[src/rtl/core/sefr_pkg.sv]
package sefr_pkg;

  localparam int unsigned POS_W   = 6;   // payload index, up to 63
  localparam int unsigned LEN_W   = 7;   // readout length, up to 127
  localparam int unsigned CNT_W   = 32;
  localparam int unsigned NUM_CNT = 4;

  localparam logic [15:0] CRC_POLY = 16'h1021;
  localparam logic [15:0] CRC_INIT = 16'hFFFF;
  localparam logic [15:0] CRC_TOP  = 16'h8000;

  localparam logic [7:0] START_MARKER_RST = 8'hAA;
  localparam logic [7:0] END_MARKER_RST   = 8'h55;

  // event counter slots
  localparam logic [1:0] CNT_OK       = 2'd0;
  localparam logic [1:0] CNT_CRC_FAIL = 2'd1;
  localparam logic [1:0] CNT_FMT_FAIL = 2'd2;
  localparam logic [1:0] CNT_RESYNC   = 2'd3;

  typedef enum logic [0:0] {
    REG_START_MARKER = 1'b0,
    REG_END_MARKER   = 1'b1
  } reg_idx_e;

  typedef enum logic [2:0] {
    ST_WAIT      = 3'd0,
    ST_BUSY      = 3'd1,
    ST_OK        = 3'd2,
    ST_CRC_FAIL  = 3'd3,
    ST_PROTO_ERR = 3'd4
  } status_e;

  typedef logic [NUM_CNT-1:0][CNT_W-1:0] cnt_vec_t;

  // front -> back command, one per accepted byte
  typedef struct packed {
    status_e            status;
    logic [15:0]        pkt_id;
    logic [7:0]         seq_num;
    logic [3:0]         payload_len;
    logic [LEN_W-1:0]   rd_len;
    logic               wr_en;
    logic [POS_W-1:0]   wr_pos;
    logic [7:0]         wr_data;
    cnt_vec_t           cnt;
  } cmd_t;

  typedef struct packed {
    status_e     status;
    logic [15:0] pkt_id;
    logic [7:0]  seq_num;
    logic [3:0]  payload_len;
    logic [7:0]  data_byte;
    logic [2:0]  byte_pos;
    logic        last;
    cnt_vec_t    cnt;
  } res_t;

  // CRC-16/CCITT-FALSE, one byte, MSB first
  function automatic logic [15:0] crc_byte(input logic [15:0] crc, input logic [7:0] b);
    logic [15:0] c;
    c = crc ^ {b, 8'h00};
    for (int i = 0; i < 8; i++) begin
      if ((c & CRC_TOP) != 16'h0000) begin
        c = (c << 1) ^ CRC_POLY;
      end else begin
        c = c << 1;
      end
    end
    return c;
  endfunction

endpackage

[src/rtl/core/sefr_front.sv]
module sefr_front #(
  parameter int unsigned MAX_PAYLOAD = 8
) (
  input  logic                 clk_i,
  input  logic                 rst_ni,
  input  logic                 cfg_we_i,
  input  logic [0:0]           cfg_addr_i,
  input  logic [7:0]           cfg_wdata_i,
  input  logic                 in_valid_i,
  input  logic [7:0]           rx_byte_i,
  output logic                 cmd_valid_o,
  output sefr_pkg::cmd_t       cmd_o
);

  localparam int unsigned FPW = $clog2(MAX_PAYLOAD + 1);

  typedef enum logic [2:0] {
    PH_WAIT, PH_ID, PH_SEQ, PH_LEN, PH_PAY, PH_CRC, PH_END
  } phase_e;

  phase_e             phase_q, phase_d;
  logic [FPW-1:0]     field_pos_q, field_pos_d, fp_inc;
  logic [15:0]        id_q, id_d;
  logic [7:0]         seq_q, seq_d;
  logic [7:0]         len_q, len_d;
  logic [15:0]        rx_crc_q, rx_crc_d;
  logic [15:0]        run_crc_q, run_crc_d, crc_nxt;
  sefr_pkg::cnt_vec_t cnt_q, cnt_d;
  logic [7:0]         start_q, end_q;
  sefr_pkg::status_e  status;
  logic               wr_en;

  assign crc_nxt = sefr_pkg::crc_byte(run_crc_q, rx_byte_i);
  assign fp_inc  = field_pos_q + 1'b1;

  always_comb begin
    phase_d     = phase_q;
    field_pos_d = field_pos_q;
    id_d        = id_q;
    seq_d       = seq_q;
    len_d       = len_q;
    rx_crc_d    = rx_crc_q;
    run_crc_d   = run_crc_q;
    cnt_d       = cnt_q;
    status      = sefr_pkg::ST_BUSY;
    wr_en       = 1'b0;
    unique case (phase_q)
      PH_WAIT: begin
        if (rx_byte_i == start_q) begin
          phase_d     = PH_ID;
          field_pos_d = '0;
          run_crc_d   = sefr_pkg::CRC_INIT;
        end else begin
          status = sefr_pkg::ST_WAIT;
        end
      end
      PH_ID: begin
        run_crc_d = crc_nxt;
        if (field_pos_q == '0) begin
          id_d        = {rx_byte_i, 8'h00};
          field_pos_d = FPW'(1);
        end else begin
          id_d        = {id_q[15:8], rx_byte_i};
          field_pos_d = '0;
          phase_d     = PH_SEQ;
        end
      end
      PH_SEQ: begin
        run_crc_d = crc_nxt;
        seq_d     = rx_byte_i;
        phase_d   = PH_LEN;
      end
      PH_LEN: begin
        run_crc_d   = crc_nxt;
        len_d       = rx_byte_i;
        field_pos_d = '0;
        if (rx_byte_i > 8'(MAX_PAYLOAD)) begin
          status = sefr_pkg::ST_PROTO_ERR;
          cnt_d[sefr_pkg::CNT_FMT_FAIL] = cnt_q[sefr_pkg::CNT_FMT_FAIL] + 1'b1;
          cnt_d[sefr_pkg::CNT_RESYNC]   = cnt_q[sefr_pkg::CNT_RESYNC] + 1'b1;
          phase_d = PH_WAIT;
        end else if (rx_byte_i == 8'h00) begin
          phase_d = PH_CRC;
        end else begin
          phase_d = PH_PAY;
        end
      end
      PH_PAY: begin
        run_crc_d   = crc_nxt;
        wr_en       = 1'b1;
        field_pos_d = fp_inc;
        if (8'(fp_inc) >= len_q) begin
          field_pos_d = '0;
          phase_d     = PH_CRC;
        end
      end
      PH_CRC: begin
        if (field_pos_q == '0) begin
          rx_crc_d    = {rx_byte_i, 8'h00};
          field_pos_d = FPW'(1);
        end else begin
          rx_crc_d    = {rx_crc_q[15:8], rx_byte_i};
          field_pos_d = '0;
          phase_d     = PH_END;
        end
      end
      PH_END: begin
        phase_d     = PH_WAIT;
        field_pos_d = '0;
        if (rx_byte_i == end_q) begin
          if (run_crc_q == rx_crc_q) begin
            status = sefr_pkg::ST_OK;
            cnt_d[sefr_pkg::CNT_OK] = cnt_q[sefr_pkg::CNT_OK] + 1'b1;
          end else begin
            status = sefr_pkg::ST_CRC_FAIL;
            cnt_d[sefr_pkg::CNT_CRC_FAIL] = cnt_q[sefr_pkg::CNT_CRC_FAIL] + 1'b1;
            cnt_d[sefr_pkg::CNT_RESYNC]   = cnt_q[sefr_pkg::CNT_RESYNC] + 1'b1;
          end
        end else begin
          status = sefr_pkg::ST_PROTO_ERR;
          cnt_d[sefr_pkg::CNT_FMT_FAIL] = cnt_q[sefr_pkg::CNT_FMT_FAIL] + 1'b1;
          cnt_d[sefr_pkg::CNT_RESYNC]   = cnt_q[sefr_pkg::CNT_RESYNC] + 1'b1;
        end
      end
      default: begin
        phase_d     = PH_WAIT;
        field_pos_d = '0;
        status      = sefr_pkg::ST_WAIT;
      end
    endcase
  end

  always_comb begin
    cmd_o.status      = status;
    cmd_o.pkt_id      = id_d;
    cmd_o.seq_num     = seq_d;
    cmd_o.payload_len = (len_d > 8'd15) ? 4'd15 : len_d[3:0];
    cmd_o.rd_len      = sefr_pkg::LEN_W'(len_d);
    cmd_o.wr_en       = wr_en;
    cmd_o.wr_pos      = sefr_pkg::POS_W'(field_pos_q);
    cmd_o.wr_data     = rx_byte_i;
    cmd_o.cnt         = cnt_d;
  end

  assign cmd_valid_o = in_valid_i;

  always_ff @(posedge clk_i or negedge rst_ni) begin
    if (!rst_ni) begin
      phase_q     <= PH_WAIT;
      field_pos_q <= '0;
      id_q        <= '0;
      seq_q       <= '0;
      len_q       <= '0;
      rx_crc_q    <= '0;
      run_crc_q   <= sefr_pkg::CRC_INIT;
      cnt_q       <= '0;
      start_q     <= sefr_pkg::START_MARKER_RST;
      end_q       <= sefr_pkg::END_MARKER_RST;
    end else begin
      if (in_valid_i) begin
        phase_q     <= phase_d;
        field_pos_q <= field_pos_d;
        id_q        <= id_d;
        seq_q       <= seq_d;
        len_q       <= len_d;
        rx_crc_q    <= rx_crc_d;
        run_crc_q   <= run_crc_d;
        cnt_q       <= cnt_d;
      end
      if (cfg_we_i) begin
        unique case (sefr_pkg::reg_idx_e'(cfg_addr_i))
          sefr_pkg::REG_START_MARKER: start_q <= cfg_wdata_i;
          sefr_pkg::REG_END_MARKER:   end_q   <= cfg_wdata_i;
          default:                    start_q <= start_q;
        endcase
      end
    end
  end

endmodule

[src/rtl/core/sefr_cmd_fifo.sv]
module sefr_cmd_fifo (
  input  logic           clk_i,
  input  logic           rst_ni,
  input  logic           push_i,
  input  sefr_pkg::cmd_t data_i,
  output logic           full_o,
  input  logic           pop_i,
  output sefr_pkg::cmd_t data_o,
  output logic           empty_o
);

  sefr_pkg::cmd_t entry_q [2];
  logic           wr_ptr_q, rd_ptr_q;
  logic [1:0]     count_q;
  logic           do_push, do_pop;

  assign full_o  = (count_q == 2'd2);
  assign empty_o = (count_q == 2'd0);
  assign do_push = push_i && !full_o;
  assign do_pop  = pop_i && !empty_o;
  assign data_o  = entry_q[rd_ptr_q];

  always_ff @(posedge clk_i) begin
    if (do_push) begin
      entry_q[wr_ptr_q] <= data_i;
    end
  end

  always_ff @(posedge clk_i or negedge rst_ni) begin
    if (!rst_ni) begin
      wr_ptr_q <= 1'b0;
      rd_ptr_q <= 1'b0;
      count_q  <= 2'd0;
    end else begin
      if (do_push) begin
        wr_ptr_q <= ~wr_ptr_q;
      end
      if (do_pop) begin
        rd_ptr_q <= ~rd_ptr_q;
      end
      if (do_push && !do_pop) begin
        count_q <= count_q + 2'd1;
      end else if (do_pop && !do_push) begin
        count_q <= count_q - 2'd1;
      end
    end
  end

endmodule

[src/rtl/core/sefr_back.sv]
module sefr_back #(
  parameter int unsigned MAX_PAYLOAD = 8
) (
  input  logic           clk_i,
  input  logic           rst_ni,
  input  logic           cmd_valid_i,
  input  sefr_pkg::cmd_t cmd_i,
  output logic           cmd_pop_o,
  output logic           out_valid_o,
  output sefr_pkg::res_t res_o,
  input  logic           pop_i
);

  localparam int unsigned PW = (MAX_PAYLOAD > 1) ? $clog2(MAX_PAYLOAD) : 1;

  typedef enum logic [1:0] {BK_IDLE, BK_FETCH, BK_EMIT} bk_state_e;

  bk_state_e                     state_q;
  sefr_pkg::cmd_t                cur_q;
  logic [sefr_pkg::LEN_W-1:0]    idx_q, idx_inc;
  logic [7:0]                    store_q [MAX_PAYLOAD];
  logic [7:0]                    rd_data_q;
  logic                          out_valid_q;
  sefr_pkg::res_t                res_q;
  logic                          slot_free, burst, res_load;

  assign slot_free   = !out_valid_q || pop_i;
  assign cmd_pop_o   = (state_q == BK_IDLE) && cmd_valid_i && slot_free;
  assign burst       = (cmd_i.status == sefr_pkg::ST_OK) && (cmd_i.rd_len != '0);
  assign res_load    = (cmd_pop_o && !burst) || ((state_q == BK_EMIT) && slot_free);
  assign idx_inc     = idx_q + 1'b1;
  assign out_valid_o = out_valid_q;
  assign res_o       = res_q;

  // payload store: byte writes in command order, registered readout
  always_ff @(posedge clk_i) begin
    if (cmd_pop_o && cmd_i.wr_en) begin
      store_q[cmd_i.wr_pos[PW-1:0]] <= cmd_i.wr_data;
    end
    if (state_q == BK_FETCH) begin
      rd_data_q <= store_q[idx_q[PW-1:0]];
    end
  end

  always_ff @(posedge clk_i or negedge rst_ni) begin
    if (!rst_ni) begin
      state_q     <= BK_IDLE;
      cur_q       <= '0;
      idx_q       <= '0;
      out_valid_q <= 1'b0;
      res_q       <= '0;
    end else begin
      if (res_load) begin
        out_valid_q <= 1'b1;
      end else if (pop_i) begin
        out_valid_q <= 1'b0;
      end
      unique case (state_q)
        BK_IDLE: begin
          if (cmd_pop_o) begin
            if (burst) begin
              cur_q   <= cmd_i;
              idx_q   <= '0;
              state_q <= BK_FETCH;
            end else begin
              res_q.status      <= cmd_i.status;
              res_q.pkt_id      <= cmd_i.pkt_id;
              res_q.seq_num     <= cmd_i.seq_num;
              res_q.payload_len <= cmd_i.payload_len;
              res_q.data_byte   <= 8'h00;
              res_q.byte_pos    <= 3'd0;
              res_q.last        <= 1'b1;
              res_q.cnt         <= cmd_i.cnt;
            end
          end
        end
        BK_FETCH: begin
          state_q <= BK_EMIT;
        end
        BK_EMIT: begin
          if (slot_free) begin
            res_q.status      <= cur_q.status;
            res_q.pkt_id      <= cur_q.pkt_id;
            res_q.seq_num     <= cur_q.seq_num;
            res_q.payload_len <= cur_q.payload_len;
            res_q.data_byte   <= rd_data_q;
            res_q.byte_pos    <= idx_q[2:0];
            res_q.last        <= (idx_inc == cur_q.rd_len);
            res_q.cnt         <= cur_q.cnt;
            if (idx_inc == cur_q.rd_len) begin
              state_q <= BK_IDLE;
            end else begin
              idx_q   <= idx_inc;
              state_q <= BK_FETCH;
            end
          end
        end
        default: state_q <= BK_IDLE;
      endcase
    end
  end

endmodule

[src/rtl/core/sof_eof_frame_receiver_crc16.sv]
// A byte's result goes through the two-entry command queue, which absorbs bursts,
// then the result register. One byte per cycle goes in while the queue has room.
// A good frame of n payload bytes reads them out of the store one by one, each byte
// through a fetch state, then an emit state; the store has a single read port.
// Reset (rst_ni low, async) clears the parser, CRC, counters and queues and restores
// the start/end markers to 0xAA/0x55; the payload store is not cleared.
module sof_eof_frame_receiver_crc16 #(
  parameter int unsigned MAX_PAYLOAD = 8
) (
  input  logic        clk_i,
  input  logic        rst_ni,
  // configuration writes
  input  logic        cfg_we_i,
  input  logic [0:0]  cfg_addr_i,
  input  logic [7:0]  cfg_wdata_i,
  // byte input side
  input  logic        push,
  output logic        full,
  input  logic [7:0]  rx_byte_i,
  // result side
  output logic        empty,
  input  logic        pop,
  output logic [2:0]  status_o,
  output logic [15:0] pkt_id_o,
  output logic [7:0]  seq_num_o,
  output logic [3:0]  payload_len_o,
  output logic [7:0]  data_byte_o,
  output logic [2:0]  byte_pos_o,
  output logic        last_o,
  output logic [31:0] ok_count_o,
  output logic [31:0] crc_fail_count_o,
  output logic [31:0] format_fail_count_o,
  output logic [31:0] realign_count_o
);

  // Front: frame parser, CRC, counters. Each transfer makes one command.
  // Back: turns commands into results; a good frame becomes a payload burst.
  sefr_pkg::cmd_t front_cmd, back_cmd;
  sefr_pkg::res_t res;
  logic           in_xfer, front_valid, q_full, q_empty, q_pop, out_valid;

  assign in_xfer = push && !q_full;
  assign full    = q_full;

  sefr_front #(
    .MAX_PAYLOAD(MAX_PAYLOAD)
  ) u_front (
    .clk_i       (clk_i),
    .rst_ni      (rst_ni),
    .cfg_we_i    (cfg_we_i),
    .cfg_addr_i  (cfg_addr_i),
    .cfg_wdata_i (cfg_wdata_i),
    .in_valid_i  (in_xfer),
    .rx_byte_i   (rx_byte_i),
    .cmd_valid_o (front_valid),
    .cmd_o       (front_cmd)
  );

  // short queue between parser and readout so each side stalls on its own
  sefr_cmd_fifo u_cmd_fifo (
    .clk_i   (clk_i),
    .rst_ni  (rst_ni),
    .push_i  (front_valid),
    .data_i  (front_cmd),
    .full_o  (q_full),
    .pop_i   (q_pop),
    .data_o  (back_cmd),
    .empty_o (q_empty)
  );

  sefr_back #(
    .MAX_PAYLOAD(MAX_PAYLOAD)
  ) u_back (
    .clk_i       (clk_i),
    .rst_ni      (rst_ni),
    .cmd_valid_i (!q_empty),
    .cmd_i       (back_cmd),
    .cmd_pop_o   (q_pop),
    .out_valid_o (out_valid),
    .res_o       (res),
    .pop_i       (pop && out_valid)
  );

  // result register sits in the back; empty is the inverse of its valid bit
  assign empty               = !out_valid;
  assign status_o            = res.status;
  assign pkt_id_o            = res.pkt_id;
  assign seq_num_o           = res.seq_num;
  assign payload_len_o       = res.payload_len;
  assign data_byte_o         = res.data_byte;
  assign byte_pos_o          = res.byte_pos;
  assign last_o              = res.last;
  assign ok_count_o          = res.cnt[sefr_pkg::CNT_OK];
  assign crc_fail_count_o    = res.cnt[sefr_pkg::CNT_CRC_FAIL];
  assign format_fail_count_o = res.cnt[sefr_pkg::CNT_FMT_FAIL];
  assign realign_count_o     = res.cnt[sefr_pkg::CNT_RESYNC];

endmodule

[config.mk]
export PLATFORM = sky130hd
export DESIGN_NAME = sof_eof_frame_receiver_crc16
export DESIGN_NICKNAME = d
export VERILOG_FILES = /design/src/rtl/core/sefr_pkg.sv /design/src/rtl/core/sefr_front.sv /design/src/rtl/core/sefr_cmd_fifo.sv /design/src/rtl/core/sefr_back.sv /design/src/rtl/core/sof_eof_frame_receiver_crc16.sv
export SDC_FILE = /design/constraint.sdc
export NUM_CORES = 2
export LEC_CHECK = 0
export ABC_AREA = 1
export BUFFER_PORTS_ARGS = -buffer_cell sky130_fd_sc_hd__buf_2
export CORE_AREA = 2 2 285 287
export DETAILED_ROUTE_END_ITERATION = 10
export DIE_AREA = 0 0 287 289
export PLACE_DENSITY_LB_ADDON = 0.1
export RECOVER_POWER = 25
export SLEW_MARGIN = 40
export SYNTH_ARGS = -nofsm -noshare
export SYNTH_HDL_FRONTEND = slang
export SYNTH_SLANG_ARGS = --single-unit
[constraint.sdc]
create_clock -name clk_i -period 9.8 [get_ports clk_i]
set_clock_uncertainty 0.15 [all_clocks]
set_input_delay 0.49 -clock clk_i [delete_from_list [all_inputs] [get_ports clk_i]]
set_output_delay 0.49 -clock clk_i [all_outputs]
set_load 0.005 [all_outputs]
* After elaboration in Yosys (flattened, before gate mapping)
Memory sizes are Yosys's and may differ from the RTL's. A register that Yosys moved wholly into a read port is not among the register bits.
Cells that the tools add are included.
** Word-level totals
- Bits of input ports :: 22
- Logic and storage cells :: 197
- Bits in writable memories :: 422
- Register bits after elaboration :: 566
- Memories kept :: 2
** Memory list
- u_cmd_fifo.entry_q :: words 2, width 179, rd ports 1, clocked after Yosys merged registers in 0, wr ports 1, line sefr_cmd_fifo.sv:12 : sefr_pkg::cmd_t entry_q [2];
- u_back.store_q :: words 8, width 8, rd ports 1, clocked after Yosys merged registers in 1, wr ports 1, line sefr_back.sv:21 : logic [7:0] store_q [MAX_PAYLOAD];
** Operators by class
- $lt $le $gt $ge :: 3
- Eq/ne operators :: 23
- Multiplexer cells :: 64
- Bitwise gates (word level) :: 13
- Reductions and logical operators :: 44
- Add/sub/neg operators :: 8
** Operator list (count)
- $mux W171 :: 3
- $pmux W171 S2 :: 1
- $mux W64 :: 3
- $mux W32 :: 5
- $add A32 B1 Y32 const B :: 4
- $pmux W64 S2 :: 1
- $mux W13 :: 8
- $mux W16 :: 3
- $pmux W16 S2 :: 1
- $mux W7 :: 4
- $mux W8 :: 3
- $not A3 Y3 :: 8
- $mux W3 :: 7
- $pmux W3 S6 :: 1
- $eq A16 B16 Y1 :: 1
- $eq A8 B8 Y1 :: 2
- $gt A8 B4 Y1 const B :: 2
- $pmux W4 S4 :: 1
- $xor A16 B16 Y16 :: 1
- $reduce_and A3 Y1 :: 5
- $pmux W7 S2 :: 1
- $logic_and A1 B1 Y1 :: 12
- $mux W1 :: 12
- $mux W4 :: 3
- other kinds (30) :: 63

* Depth between registers and ports, before layout
- Word-level depth :: 18
- Depth in mapped cells :: 17
- Mapped depth without buffers :: 16

* Cells and area by module
A second synthesis with hierarchy kept.
** Second synthesis, totals
- Cells, all modules :: 4941
- Area, all modules :: 45806.4 um2
** By module, submodules not included
- sefr_back :: times used 1, seq. area each 10845.4 um2, cells each 1606, area an instance 17345.4 um2
- sefr_front :: times used 1, seq. area each 5410.2 um2, cells each 2352, area an instance 14993.1 um2
- sefr_cmd_fifo :: times used 1, seq. area each 10970.5 um2, cells each 977, area an instance 13442.9 um2
- sof_eof_frame_receiver_crc16 :: times used 1, seq. area each 0.0 um2, cells each 6, area an instance 25.0 um2

* Worst setup path after synthesis
OpenSTA, ideal clock, no wires.
- Path kind :: input-to-reg
- Start :: input push
- End :: memory u_cmd_fifo.entry_q[0][0] (netlist bit), enable pin
- Setup time :: 0.720 ns
- Path buffers :: 2
- Stages :: 4
- Path slack :: 0.449 ns
- Data arrival time :: 8.481 ns
- Cells stage by stage :: o21ai_1 clkbuf_1 buf_1 nor2_1
** On the way
- Longest elaborated chain between the ends :: 4
** Ends and longest elaborated chain
- start: declaration :: line sof_eof_frame_receiver_crc16.sv:17 : input logic push,
- $logic_and A1 B1 Y1 :: line sof_eof_frame_receiver_crc16.sv:42 : assign in_xfer = push && !q_full;
- $logic_and A1 B1 Y1 :: line sefr_cmd_fifo.sv:19 : assign do_push = push_i && !full_o;
- $mux W1 :: line sefr_cmd_fifo.sv:24 : if (do_push) begin
- $mux W1 (not written as such) :: line sefr_cmd_fifo.sv:25 : entry_q[wr_ptr_q] <= data_i;
- end: declaration :: line sefr_cmd_fifo.sv:12
Every way passes these cells.

==> results.toml <==
[run_status]
status = "complete, but fails checks"
violations = "capacitance limit, slew limit"

[pwr]
power.density_nw_per_um2 = 310
p_leak_uw = 0.0223
fin_total_pwr_uw = 15400
ir_drop_mv = 0.195

[critical_path]
cp.required_ns = 10.36
worstPathCellList = "dlygate4sd3_1 -> clkbuf_1 -> clkbuf_1 -> clkbuf_8"
crit_top_cell = "clkbuf_1"
critPathKind = "input pin to async pin"
crit_slowest_cell = "clkbuf_1"
arrival_ns = 6.33
start_kind = "input pin"
max_stage_delay_ns = 2.33
end_kind = "async pin"
worst-path-buf-inv = 4
critical_path_peak_fanout = 84
critPathTopFamily = "buffers and inverters"

[clocking]
cts_buffer_depth = 3
clock_latency_ns = 0.66
cts_sinks = 994
cts_made_buffers = 101
cts_resized = 0
cts_setup_buffers = 0
cts.clk_slew.worst_paths_ns = 0.06
cts_tree = "yes"
ctsRootBufferMaster = "clkbuf_16"
htreeDepth = 3
cts_hold_buf = 10

[synthesis]
synth_top_cell_area_share_pct = 30.5
yosys-top-cells-area = "dfrtp_1, edfxtp_1, nand2_1"
synth_edf_count = 428
yosysUniqueCellTypes = 49
synth-main-ff-cell = "dfrtp_1"
synthArstFlopShare_pct = 56.9
synthCells = 5075
synth_common_cells = "nand2_1, dfrtp_1, edfxtp_1"
synthesis.nets = 5109
synth_warnings = 0
synth.avg_cell_area_um2 = 8.77
seq_area_frac_synth_pct = 60.7
yosys.cell_count.top_type = "nand2_1"
ys_ff_latch = 994
yosysTopAreaCell = "dfrtp_1"
netlist_area_um2 = 44500

[floorplanning]
coreArea_um2 = 79900
num_rows = 104
dieArea_um2 = 82900
fp.dieW_um = 287
die_h_um = 289
start_util_pct = 55.7
pin_count = 195

[placed_design]
portBuffers = 194
hpwl_um = 65800
place.gp.congestion = 0.873

[timing]
tightest_slew_ns = 4.31
timing_hold_violations_final = 0
rsz0062_at_grt = "no"
drv_slew = 261
period_share_pct = 58.9
fmax_mhz = 173
setup-tns-final_ns = 0
setup_violations = 0
relSlewSlack_pct = -188
post-route-min-period_ns = 5.77

[final_layout]
area_delta_synth_final_pct = 11.8
layout.nets = 5222
drive_gt1_share_pct = 6.90
antenna_cells = 0

[drt]
wire_per_inst_um = 16.7
drtIter0Drc = 3058
via_per_inst = 5.29
totalWireLength_um = 106000
num_vias = 33536
antenna_left = 0
first_pass_iters = 6
drc = 0

[grt]
track_usage_pct = 25.7
grt-ovfl-total = 0
antenna_found_initial = 0
grt_pass1_vias = 32048
grt_pass1_wl_um = 170000
grt_max_degree = 161

[run]
maxCapViolCount = 5

[worst_hold_path]
hp-class = "input pin to register"
cell type report:
type                    count  area [um^2]
repair buffers            245         1330
flip-flops and latches    994        27000
multi-input cells        3526        15300
fillers                  6873        30100
inverters                 320         1240
well taps                1060         1330
clock inverters            48          559
clock buffers             144         2910
sequential cells by signal, indices dropped and copies added (netlist names), 8 cells and up:
name,flops
u_front.end_q,8
u_front.start_q,8
u_cmd_fifo.entry_q,356
u_front.id_q,16
u_back.store_q,64
u_front.rx_crc_q,16
u_back.cur_q,166
u_front.run_crc_q,16
u_front.len_q,8
u_front.seq_q,8
u_back.res_o,171
u_back.rd_data_q,8
u_front.cnt_q,128
cell families (layout without fill, tap and decap cells):
group           after synthesis  count (layout)  share of synthesized area, %
mux                           3               3                        0.0702
simple gates               2938            2938                          26.0
flops                       994             994                          60.7
fa+ha+maj                    12              12                         0.337
xor+xnor                     77              77                          1.53
buf+inv                     555             757                          4.95
compound gates              496             496                          6.34
worst paths after layout:
| path | startpoint | to | slack, ns | cells past startpoint |
|---|---|---|---|---|
| worst min register to register | u_back.cur_q[179] | u_back.cur_q[179] | 0.31 | 1 |
| max in group clk_i | u_back.state_q[1] | u_back.idx_q[1] | 4.83 | 8 |
| worst max register to register | u_back.state_q[1] | u_back.idx_q[1] | 4.83 | 8 |
| worst max-delay path | rst_ni | u_back.res_o[26] | 4.03 | 4 |
| min in group asynchronous | rst_ni | u_back.res_o[130] | 1.35 | 2 |
| worst min-delay path | cfg_we_i | u_front.start_q[1] | 0.25 | 4 |
where the power goes:
part / switching [uW] / internal (uW) / total (uW) / leakage (uW)
registers: 706 / 5900 / 6600 / 0.0112
logic: 3410 / 1440 / 4850 / 0.00938
clock network: 1620 / 2370 / 3990 / 0.00169
total: 5740 / 9700 / 15400 / 0.0223
per-stage QoR:
step | worst slack [ns] | utilization, % | instance area (um^2) | std cells | hold WS (ns)
final | 4.03 | 62.3 | 49800 | 6337 | 0.246
after CTS | 4.98 | 62.4 | 49900 | 6333 | 0.103
after global routing | 3.10 | 62.3 | 49800 | 6337 | 0.303
after detailed placement | 5.03 | 57.9 | 46300 | 6131 | 0.301
after floorplan | 0.449 | - | 44500 | 5075 | 0.0444
after global placement | 4.95 | 57.8 | 46200 | 6130 | 0.296
cells in the final DEF, fill, tap and decap left out, drive strengths merged, types with 2 or more instances in the layout:
cell and count:
nand2 2216, dfrtp 542, nor2 429, edfxtp 428
inv 320, clkbuf 268, o21ai 265, a31oi 172
nand3 163, buf 111, xor2 45, nor3 45
nand4 40, xnor2 32, clkinv 30, dfstp 24
and2 19, or2 16, ha 12, a21boi 12
bufinv 11, o22ai 10, dlygate4sd3 10, a21oi 9
o21bai 9, a22o 8, clkinvlp 7, o211ai 6
nand3b 6, o21a 3, nor4 2, mux2i 2
worst reg2reg max path: cells and delay by family (launching register included):
kind,cells,cell delay [ns]
buffers and inverters,2,3.17
and+or+nand+nor,5,0.82
AOI/OAI and AO/OA,1,0.29
DFF,1,0.42
routing by layer:
metal	share of wire, %	GRT usage [%]	routed length [um]
met3	5.7	3.47	6060
met4	2.4	7.68	2560
met1	46	37.0	48800
met5	0	0	0
met2	46	41.0	48500
Note: power is estimated with default switching activity, not from simulation.
